===== src/hdl/step_detect_direction_reversal_defines.svh =====
// ----------------------------------------------------------------------------
// Assertion macros for the step detector
// Each macro builds one labeled concurrent assertion with a synchronous
// active-low reset as the disable condition.
// ----------------------------------------------------------------------------
`ifndef STEP_DETECT_DIRECTION_REVERSAL_DEFINES_SVH
`define STEP_DETECT_DIRECTION_REVERSAL_DEFINES_SVH

// Same-cycle implication: whenever ante holds, cons holds in that cycle.
`define SDDR_ASSERT_NOW(lbl, clk, rst_n, ante, cons, msg) \
    lbl: assert property (@(posedge clk) disable iff (!(rst_n)) (ante) |-> (cons)) \
        else $error(msg);

// Next-cycle implication: whenever ante holds, cons holds in the next cycle.
`define SDDR_ASSERT_NEXT(lbl, clk, rst_n, ante, cons, msg) \
    lbl: assert property (@(posedge clk) disable iff (!(rst_n)) (ante) |=> (cons)) \
        else $error(msg);

`endif


===== src/hdl/sddr_pkg.sv =====
`timescale 1ns / 1ps
// ----------------------------------------------------------------------------
// Step detector package
// Payload types for the sample request and the step result.
// ----------------------------------------------------------------------------
package sddr_pkg;

    localparam int AXIS_W   = 16;
    localparam int NUM_AXES = 3;
    localparam int COUNT_W  = 16;

    typedef logic signed [AXIS_W-1:0] t_axis;

    typedef struct packed {
        t_axis accel_x;
        t_axis accel_y;
        t_axis accel_z;
    } t_req;

    typedef struct packed {
        logic               step_seen;
        logic [COUNT_W-1:0] step_total;
    } t_res;

endpackage


===== src/hdl/step_detect_direction_reversal.sv =====
`timescale 1ns / 1ps
// ----------------------------------------------------------------------------
// Step detector by reversal of the averaged acceleration direction
// Moving average over a window of samples per axis; a step is counted when
// the dot product of the new and the previous average is negative.
// ----------------------------------------------------------------------------
// Usage:
// Each request on the input channel (i_req_valid / o_req_ready / i_req) is one
// three-axis sample. Every request produces exactly one result on the output
// channel (o_res_valid / i_res_ready / o_res) carrying the step flag and the
// running 16-bit step total, which wraps.
// The block takes one request per cycle while o_req_ready is high. That rate
// is set by the running per-axis sum, which is updated with one add and one
// subtract per cycle in stage two.
// Stages: window memory read, sum update, reciprocal divide, products, and the
// dot product with the counter in the output register.
// Reset clears the window valid bits, the sums, the averages, the primed flag
// and the step counter at once; no clearing pass is needed, so requests are
// taken from the first cycle after reset.
// When the receiver stalls, the held result stays in the output register and
// requests keep entering until all five stages are full; then o_req_ready
// drops until the receiver takes the waiting result.
// ----------------------------------------------------------------------------
`include "step_detect_direction_reversal_defines.svh"

module step_detect_direction_reversal #(
    parameter int WINDOW = 12
) (
    input  logic           i_clk,
    input  logic           i_rst_n,
    input  logic           i_req_valid,
    output logic           o_req_ready,
    input  sddr_pkg::t_req i_req,
    output logic           o_res_valid,
    input  logic           i_res_ready,
    output sddr_pkg::t_res o_res
);

    // Window index width, running sum width and reciprocal constants.
    // The sum of WINDOW 16-bit samples needs 16 + clog2(WINDOW) signed bits.
    // Division by WINDOW uses m = ceil(2^(N+L) / WINDOW), which is exact for
    // all N-bit magnitudes when L = clog2(WINDOW).
    localparam int SLOT_W  = $clog2(WINDOW);
    localparam int SUM_W   = sddr_pkg::AXIS_W + SLOT_W;
    localparam int MAG_W   = SUM_W;
    localparam int SHIFT   = MAG_W + SLOT_W;
    localparam int MULT_W  = MAG_W + 2;
    localparam int PROD_W  = MAG_W + MULT_W;
    localparam int PRODD_W = 2 * sddr_pkg::AXIS_W;
    localparam int DOT_W   = PRODD_W + 2;
    localparam longint unsigned MULT_FULL =
        ((64'd1 << SHIFT) + 64'(WINDOW) - 64'd1) / 64'(WINDOW);
    localparam logic [MULT_W-1:0] RECIP = MULT_FULL[MULT_W-1:0];
    localparam logic [SLOT_W-1:0] LAST_SLOT = SLOT_W'(WINDOW - 1);

    // ------------------------------------------------------------------
    // Stage enables. A stage loads when it is empty or its contents move on.
    // ------------------------------------------------------------------
    logic s1_en, s2_en, s3_en, s4_en, s5_en;
    logic r_s1_valid, r_s2_valid, r_s3_valid, r_s4_valid, r_s5_valid;

    assign s5_en = !r_s5_valid || i_res_ready;
    assign s4_en = !r_s4_valid || s5_en;
    assign s3_en = !r_s3_valid || s4_en;
    assign s2_en = !r_s2_valid || s3_en;
    assign s1_en = !r_s1_valid || s2_en;

    assign o_req_ready = s1_en;

    logic s1_load, s2_load, s3_load, s4_load, s5_load;
    assign s1_load = s1_en && i_req_valid;
    assign s2_load = s2_en && r_s1_valid;
    assign s3_load = s3_en && r_s2_valid;
    assign s4_load = s4_en && r_s3_valid;
    assign s5_load = s5_en && r_s4_valid;

    always_ff @(posedge i_clk) begin
        if (!i_rst_n) begin
            r_s1_valid <= 1'b0;
            r_s2_valid <= 1'b0;
            r_s3_valid <= 1'b0;
            r_s4_valid <= 1'b0;
            r_s5_valid <= 1'b0;
        end else begin
            if (s1_en) begin
                r_s1_valid <= i_req_valid;
            end
            if (s2_en) begin
                r_s2_valid <= r_s1_valid;
            end
            if (s3_en) begin
                r_s3_valid <= r_s2_valid;
            end
            if (s4_en) begin
                r_s4_valid <= r_s3_valid;
            end
            if (s5_en) begin
                r_s5_valid <= r_s4_valid;
            end
        end
    end

    // ------------------------------------------------------------------
    // Stage 1: window memory. The sample leaving the window is read at the
    // slot that the new sample overwrites in the same cycle. A slot that was
    // never written since reset counts as a zero sample.
    // ------------------------------------------------------------------
    sddr_pkg::t_req    r_window [WINDOW];
    logic [WINDOW-1:0] r_slot_vld;
    logic [SLOT_W-1:0] r_slot;
    logic [SLOT_W-1:0] n_slot;
    sddr_pkg::t_req    r_s1_sample;
    sddr_pkg::t_req    r_s1_old;
    logic              r_s1_old_vld;

    assign n_slot = (r_slot == LAST_SLOT) ? '0 : r_slot + SLOT_W'(1);

    always_ff @(posedge i_clk) begin
        if (s1_load) begin
            r_s1_old           <= r_window[r_slot];
            r_window[r_slot]   <= i_req;
        end
    end

    always_ff @(posedge i_clk) begin
        if (!i_rst_n) begin
            r_slot     <= '0;
            r_slot_vld <= '0;
        end else if (s1_load) begin
            r_slot             <= n_slot;
            r_slot_vld[r_slot] <= 1'b1;
        end
    end

    always_ff @(posedge i_clk) begin
        if (s1_load) begin
            r_s1_sample  <= i_req;
            r_s1_old_vld <= r_slot_vld[r_slot];
        end
    end

    // ------------------------------------------------------------------
    // Stage 2: running sums. While an item sits in this stage, r_sum holds
    // exactly that item's window sums.
    // ------------------------------------------------------------------
    sddr_pkg::t_axis        s1_new [sddr_pkg::NUM_AXES];
    sddr_pkg::t_axis        s1_old [sddr_pkg::NUM_AXES];
    logic signed [SUM_W-1:0] r_sum [sddr_pkg::NUM_AXES];
    logic signed [SUM_W-1:0] n_sum [sddr_pkg::NUM_AXES];

    assign s1_new[0] = r_s1_sample.accel_x;
    assign s1_new[1] = r_s1_sample.accel_y;
    assign s1_new[2] = r_s1_sample.accel_z;
    assign s1_old[0] = r_s1_old_vld ? r_s1_old.accel_x : '0;
    assign s1_old[1] = r_s1_old_vld ? r_s1_old.accel_y : '0;
    assign s1_old[2] = r_s1_old_vld ? r_s1_old.accel_z : '0;

    always_comb begin
        for (int a = 0; a < sddr_pkg::NUM_AXES; a++) begin
            n_sum[a] = r_sum[a] + SUM_W'(s1_new[a]) - SUM_W'(s1_old[a]);
        end
    end

    always_ff @(posedge i_clk) begin
        if (!i_rst_n) begin
            for (int a = 0; a < sddr_pkg::NUM_AXES; a++) begin
                r_sum[a] <= '0;
            end
        end else if (s2_load) begin
            for (int a = 0; a < sddr_pkg::NUM_AXES; a++) begin
                r_sum[a] <= n_sum[a];
            end
        end
    end

    // ------------------------------------------------------------------
    // Stage 3: window average, truncated toward zero. The magnitude is
    // divided by a reciprocal multiply and the sign is put back afterwards.
    // The previous average moves to r_prior as the new one arrives.
    // ------------------------------------------------------------------
    logic [MAG_W-1:0]           s2_mag  [sddr_pkg::NUM_AXES];
    logic [PROD_W-1:0]          s2_prod [sddr_pkg::NUM_AXES];
    logic [sddr_pkg::AXIS_W-1:0] s2_quo [sddr_pkg::NUM_AXES];
    sddr_pkg::t_axis            n_avg   [sddr_pkg::NUM_AXES];
    sddr_pkg::t_axis            r_avg   [sddr_pkg::NUM_AXES];
    sddr_pkg::t_axis            r_prior [sddr_pkg::NUM_AXES];
    logic                       r_primed;
    logic                       r_s3_primed;

    always_comb begin
        for (int a = 0; a < sddr_pkg::NUM_AXES; a++) begin
            s2_mag[a]  = r_sum[a][SUM_W-1] ? (~r_sum[a] + MAG_W'(1)) : r_sum[a];
            s2_prod[a] = PROD_W'(s2_mag[a]) * PROD_W'(RECIP);
            s2_quo[a]  = s2_prod[a][SHIFT +: sddr_pkg::AXIS_W];
            n_avg[a]   = r_sum[a][SUM_W-1] ? (~s2_quo[a] + sddr_pkg::AXIS_W'(1))
                                           : s2_quo[a];
        end
    end

    always_ff @(posedge i_clk) begin
        if (!i_rst_n) begin
            r_primed <= 1'b0;
            for (int a = 0; a < sddr_pkg::NUM_AXES; a++) begin
                r_avg[a]   <= '0;
                r_prior[a] <= '0;
            end
        end else if (s3_load) begin
            r_primed <= 1'b1;
            for (int a = 0; a < sddr_pkg::NUM_AXES; a++) begin
                r_avg[a]   <= n_avg[a];
                r_prior[a] <= r_avg[a];
            end
        end
    end

    always_ff @(posedge i_clk) begin
        if (s3_load) begin
            r_s3_primed <= r_primed;
        end
    end

    // ------------------------------------------------------------------
    // Stage 4: per-axis products of the previous and current averages.
    // ------------------------------------------------------------------
    logic signed [PRODD_W-1:0] r_prod [sddr_pkg::NUM_AXES];
    logic                      r_s4_primed;

    always_ff @(posedge i_clk) begin
        if (s4_load) begin
            r_s4_primed <= r_s3_primed;
            for (int a = 0; a < sddr_pkg::NUM_AXES; a++) begin
                r_prod[a] <= r_prior[a] * r_avg[a];
            end
        end
    end

    // ------------------------------------------------------------------
    // Stage 5: dot product sign, step counter and the output register.
    // A zero dot product is not a reversal.
    // ------------------------------------------------------------------
    logic signed [DOT_W-1:0]      s4_dot;
    logic                         s4_seen;
    logic [sddr_pkg::COUNT_W-1:0] r_count;
    logic [sddr_pkg::COUNT_W-1:0] n_count;
    sddr_pkg::t_res               r_res;

    assign s4_dot  = DOT_W'(r_prod[0]) + DOT_W'(r_prod[1]) + DOT_W'(r_prod[2]);
    assign s4_seen = r_s4_primed && s4_dot[DOT_W-1];
    assign n_count = r_count + sddr_pkg::COUNT_W'(s4_seen);

    always_ff @(posedge i_clk) begin
        if (!i_rst_n) begin
            r_count <= '0;
        end else if (s5_load) begin
            r_count <= n_count;
        end
    end

    always_ff @(posedge i_clk) begin
        if (s5_load) begin
            r_res.step_seen  <= s4_seen;
            r_res.step_total <= n_count;
        end
    end

    assign o_res_valid = r_s5_valid;
    assign o_res       = r_res;

    // ------------------------------------------------------------------
    // Assertions
    // ------------------------------------------------------------------
    // Input back-pressure only ever comes from a stalled output.
    `SDDR_ASSERT_NOW(a_ready_low_only_when_full, i_clk, i_rst_n, !o_req_ready, o_res_valid && !i_res_ready, "input stalled while the output is free")
    // The step counter does not move while a result waits to be taken.
    `SDDR_ASSERT_NEXT(a_count_holds_on_stall, i_clk, i_rst_n, o_res_valid && !i_res_ready, r_count == $past(r_count), "step counter moved during an output stall")
    // The first item after reset never reports a step.
    `SDDR_ASSERT_NEXT(a_first_item_no_step, i_clk, i_rst_n, s5_load && !r_s4_primed, !o_res.step_seen, "step reported before a prior average existed")
    // Every accepted sample moves the window slot on.
    `SDDR_ASSERT_NEXT(a_slot_advances, i_clk, i_rst_n, i_req_valid && o_req_ready, r_slot != $past(r_slot), "window slot did not advance on an accepted sample")

endmodule


===== config.mk =====
export PLATFORM = sky130hd
export DESIGN_NAME = step_detect_direction_reversal
export DESIGN_NICKNAME = d
export VERILOG_FILES = /design/src/hdl/sddr_pkg.sv /design/src/hdl/step_detect_direction_reversal.sv
export VERILOG_INCLUDE_DIRS = /design/src /design/src/hdl
export SDC_FILE = /design/constraint.sdc
export NUM_CORES = 2
export LEC_CHECK = 0
export ABC_CLOCK_PERIOD_IN_PS = 14400
export BUFFER_PORTS_ARGS = -buffer_cell sky130_fd_sc_hd__clkbuf_2
export CORE_UTILIZATION = 35
export CTS_BUF_LIST = sky130_fd_sc_hd__clkbuf_8 sky130_fd_sc_hd__clkbuf_16
export DETAILED_ROUTE_END_ITERATION = 16
export HOLD_SLACK_MARGIN = 0.08
export PLACE_DENSITY = 0.51
export SLEW_MARGIN = 5
export SYNTH_ARGS = -nofsm -noshare
export SYNTH_HDL_FRONTEND = slang
export SYNTH_SLANG_ARGS = --single-unit

===== constraint.sdc =====
create_clock -name i_clk -period 14.4 [get_ports i_clk]
set_input_delay 1.44 -clock i_clk [delete_from_list [all_inputs] [get_ports i_clk]]
set_output_delay 1.44 -clock i_clk [all_outputs]
set_load 0.05 [all_outputs]

==> impl_metrics.ini <==
[grt]
grt_max_degree = 81
grt_pass1_wl_um = 355100
track_usage_pct = 17.12
grt_pass1_vias = 61700
grt_overflow = 0
antenna_found_initial = 12

[job]
max_cap_viol_count = 0

[sta]
final_max_slew_viol_count = 0
finalHoldViolations = 0
period_minus_slack_ns = 9.496
worst_pin_slew_ns = 1.152
max_freq_mhz = 105.3
tns_ns = 0
rsz0062_at_grt = no
slew_headroom_pct = 21.20
timing.final.crit_share_pct = 65.94
setup_viol = 0
clock_skew_ns = 0.08962

[synth]
netlist_top_cells_area = edfxtp_1 (31%), fa_1 (28%), ha_1 (12%), inv_1 (6.8%), mux4_2 (3.6%)
synth_cells = 7963
synth-seq-area-share_pct = 31.36
yosys_warnings = 0
synth_seq_cells = 982
synth_nets = 10190
yosysTopAreaCell = edfxtp_1
synth_edf_count = 944
yosys_most_used_dff = edfxtp_1
ys_types = 81
avgSynthCellArea_um2 = 11.66
synth_async_sr_flop_share_pct = 0
post_synth_instance_area_um2 = 92830
yosys-top-cells-count = inv_1 (1694), fa_1 (1285), edfxtp_1 (944), ha_1 (893), nand2_1 (621)
yosysMostFrequentCell = inv_1
synth_top_area_share_pct = 30.54

[clocking]
clk_path_buf_depth = 3
htree_levels = 3
cts_resized = 0
path_clk_slew_ns = 0.06
cts_tree = built
cts_sinks = 982
numCtsBuffers = 111
cts_hold_buf = 0
cts_setup_buffers = 0
cts_root_buf = clkbuf_16
clock_latency_ns = 0.78

[die]
fp.dieArea_um2 = 267300
die-width_um = 517.0
initial_core_util_pct = 35.30
io_pins = 71
rows = 188
die_h_um = 517.0
core_um2 = 263000

[drt]
via_count = 55910
first_iter_violations = 3084
ant_nets = 0
wl_um = 221300
post-route-drc-count = 0
drtPass1Iterations = 7
routedWlPerCell_um = 19.06
avgViaCountPerCell = 4.816

[outcome]
status = complete, no violations

[critical_path]
crit_required_ns = 14.86
cpMaxStageDelayCell = a2111oi_0
critical-path-top-cell-by-count = ha_1
cp.arrival_ns = 9.95
crit_path_max_incr_delay_ns = 0.92
cp-start-kind = flop
critical_path_class = reg -> reg
end_kind = flop
path_max_fanout = 8

[placed_design]
gp_congestion = 0.8829
io_buffers = 70
dp_hpwl_um = 167700

[finish]
area_growth_pct = 9.049
final_nets = 10220
layout-drive-gt1-share_pct = 6.391

[hold_path]
hold_path.class = reg -> reg
per-stage QoR:
| step | area, µm² | util, % | setup WS [ns] | hold WS [ns] | std cells |
|---|---|---|---|---|---|
| floorplan | 92830 | - | 6.091 | 0.4003 | 7963 |
| global placement | 97390 | 37.03 | 5.210 | 0.4102 | 11400 |
| detailed placement | 97390 | 37.03 | 5.035 | 0.4077 | 11400 |
| CTS | 101200 | 38.49 | 4.927 | 0.4362 | 11600 |
| global route | 101200 | 38.49 | 4.246 | 0.4451 | 11610 |
| finish | 101200 | 38.49 | 4.904 | 0.4313 | 11610 |
metal layers:
metal  vias to the layer above  GRT usage (%)  wire length, µm
met5                         -              0               77
met4                        12          3.239             3424
met3                       208          1.807             7655
met2                       838          29.79           109500
met1                     28890          23.10           100600
li1                      25970              -                -
registers in the layout, summed over array words and instances, names as in the netlist, 4 cells and up:
name and count:
r_slot 4, r_count 16, r_slot_vld 12, r_sum 60, r_avg 48, r_s1_sample 48
r_s1_old 48, r_prior 48, r_window 576, o_res 17, r_prod 96
cell usage in the layout, fill, tap and decap left out, drive strengths merged, types with 9 or more instances in the layout:
| cell | synthesis | final |
|---|---|---|
| inv | 1694 | 1725 |
| fa | 1285 | 1285 |
| edfxtp | 944 | 944 |
| ha | 893 | 893 |
| nand2 | 621 | 621 |
| and2 | 387 | 387 |
| xnor2 | 234 | 234 |
| nor2 | 212 | 212 |
| clkbuf | 192 | 181 |
| a21oi | 165 | 165 |
| o21ai | 153 | 153 |
| mux4 | 147 | 147 |
| xor2 | 110 | 110 |
| and3 | 92 | 92 |
| a21o | 76 | 76 |
| buf | 31 | 71 |
| nor3 | 71 | 71 |
| nand2b | 65 | 65 |
| mux2i | 61 | 61 |
| nand3 | 51 | 51 |
| o21a | 45 | 45 |
| clkinv | 1 | 45 |
| or3 | 38 | 38 |
| dfxtp | 38 | 38 |
| nor2b | 35 | 35 |
| nand4 | 32 | 32 |
| o31ai | 30 | 30 |
| a31oi | 28 | 28 |
| o21bai | 24 | 24 |
| a211oi | 18 | 18 |
| o211ai | 17 | 17 |
| a21boi | 17 | 17 |
| nor4 | 16 | 16 |
| bufinv | 0 | 15 |
| o41ai | 14 | 14 |
| or2 | 11 | 11 |
| a211o | 10 | 10 |
| or4 | 9 | 9 |
worst max-delay path, delay by kind of cell (launching register included):
family / cells / cell delay, ns
fa+ha+maj: 9 / 3.52
compound gates: 5 / 2.23
simple gates: 7 / 1.82
xor+xnor: 3 / 0.81
flops: 1 / 0.51
buf+inv: 3 / 0.29
cell type report:
cell class	instances	area [µm²]
flip-flops and latches	982	29120
fillers	25630	161800
diodes	4	10.01
multi-input cells	5063	56620
repair buffers	140	878.3
well taps	3515	4398
clock buffers	112	2791
inverters	1695	6362
clock inverters	97	1039
final timing paths:
path                            slack (ns)                          to  depth (start not counted)                 startpoint
worst max-delay path                  4.90  r_avg[0][15]$_SDFFCE_PN0P_                         27  r_sum[0][0]$_SDFFCE_PN0P_
worst max register to register        4.90  r_avg[0][15]$_SDFFCE_PN0P_                         27  r_sum[0][0]$_SDFFCE_PN0P_
worst min register to register        0.43       r_s4_primed$_DFFE_PP_                          0      r_s3_primed$_DFFE_PP_
worst min-delay path                  0.43       r_s4_primed$_DFFE_PP_                          0      r_s3_primed$_DFFE_PP_
cells by family (layout without fill, tap and decap cells):
family	Yosys count	in the layout	synth area share (%)
other	0	4	0
xor gates and xnor gates	344	344	3.246
muxes	211	211	4.265
AOI/OAI and AO/OA	669	669	4.745
adders and majority gates	2178	2178	39.75
buffers and inverters	1918	2044	7.768
and+or+nand+nor	1661	1661	8.870
DFF	982	982	31.36
Power is not shown: default switching activity piles up to over one toggle a cycle in this logic, so the estimate is an artifact.
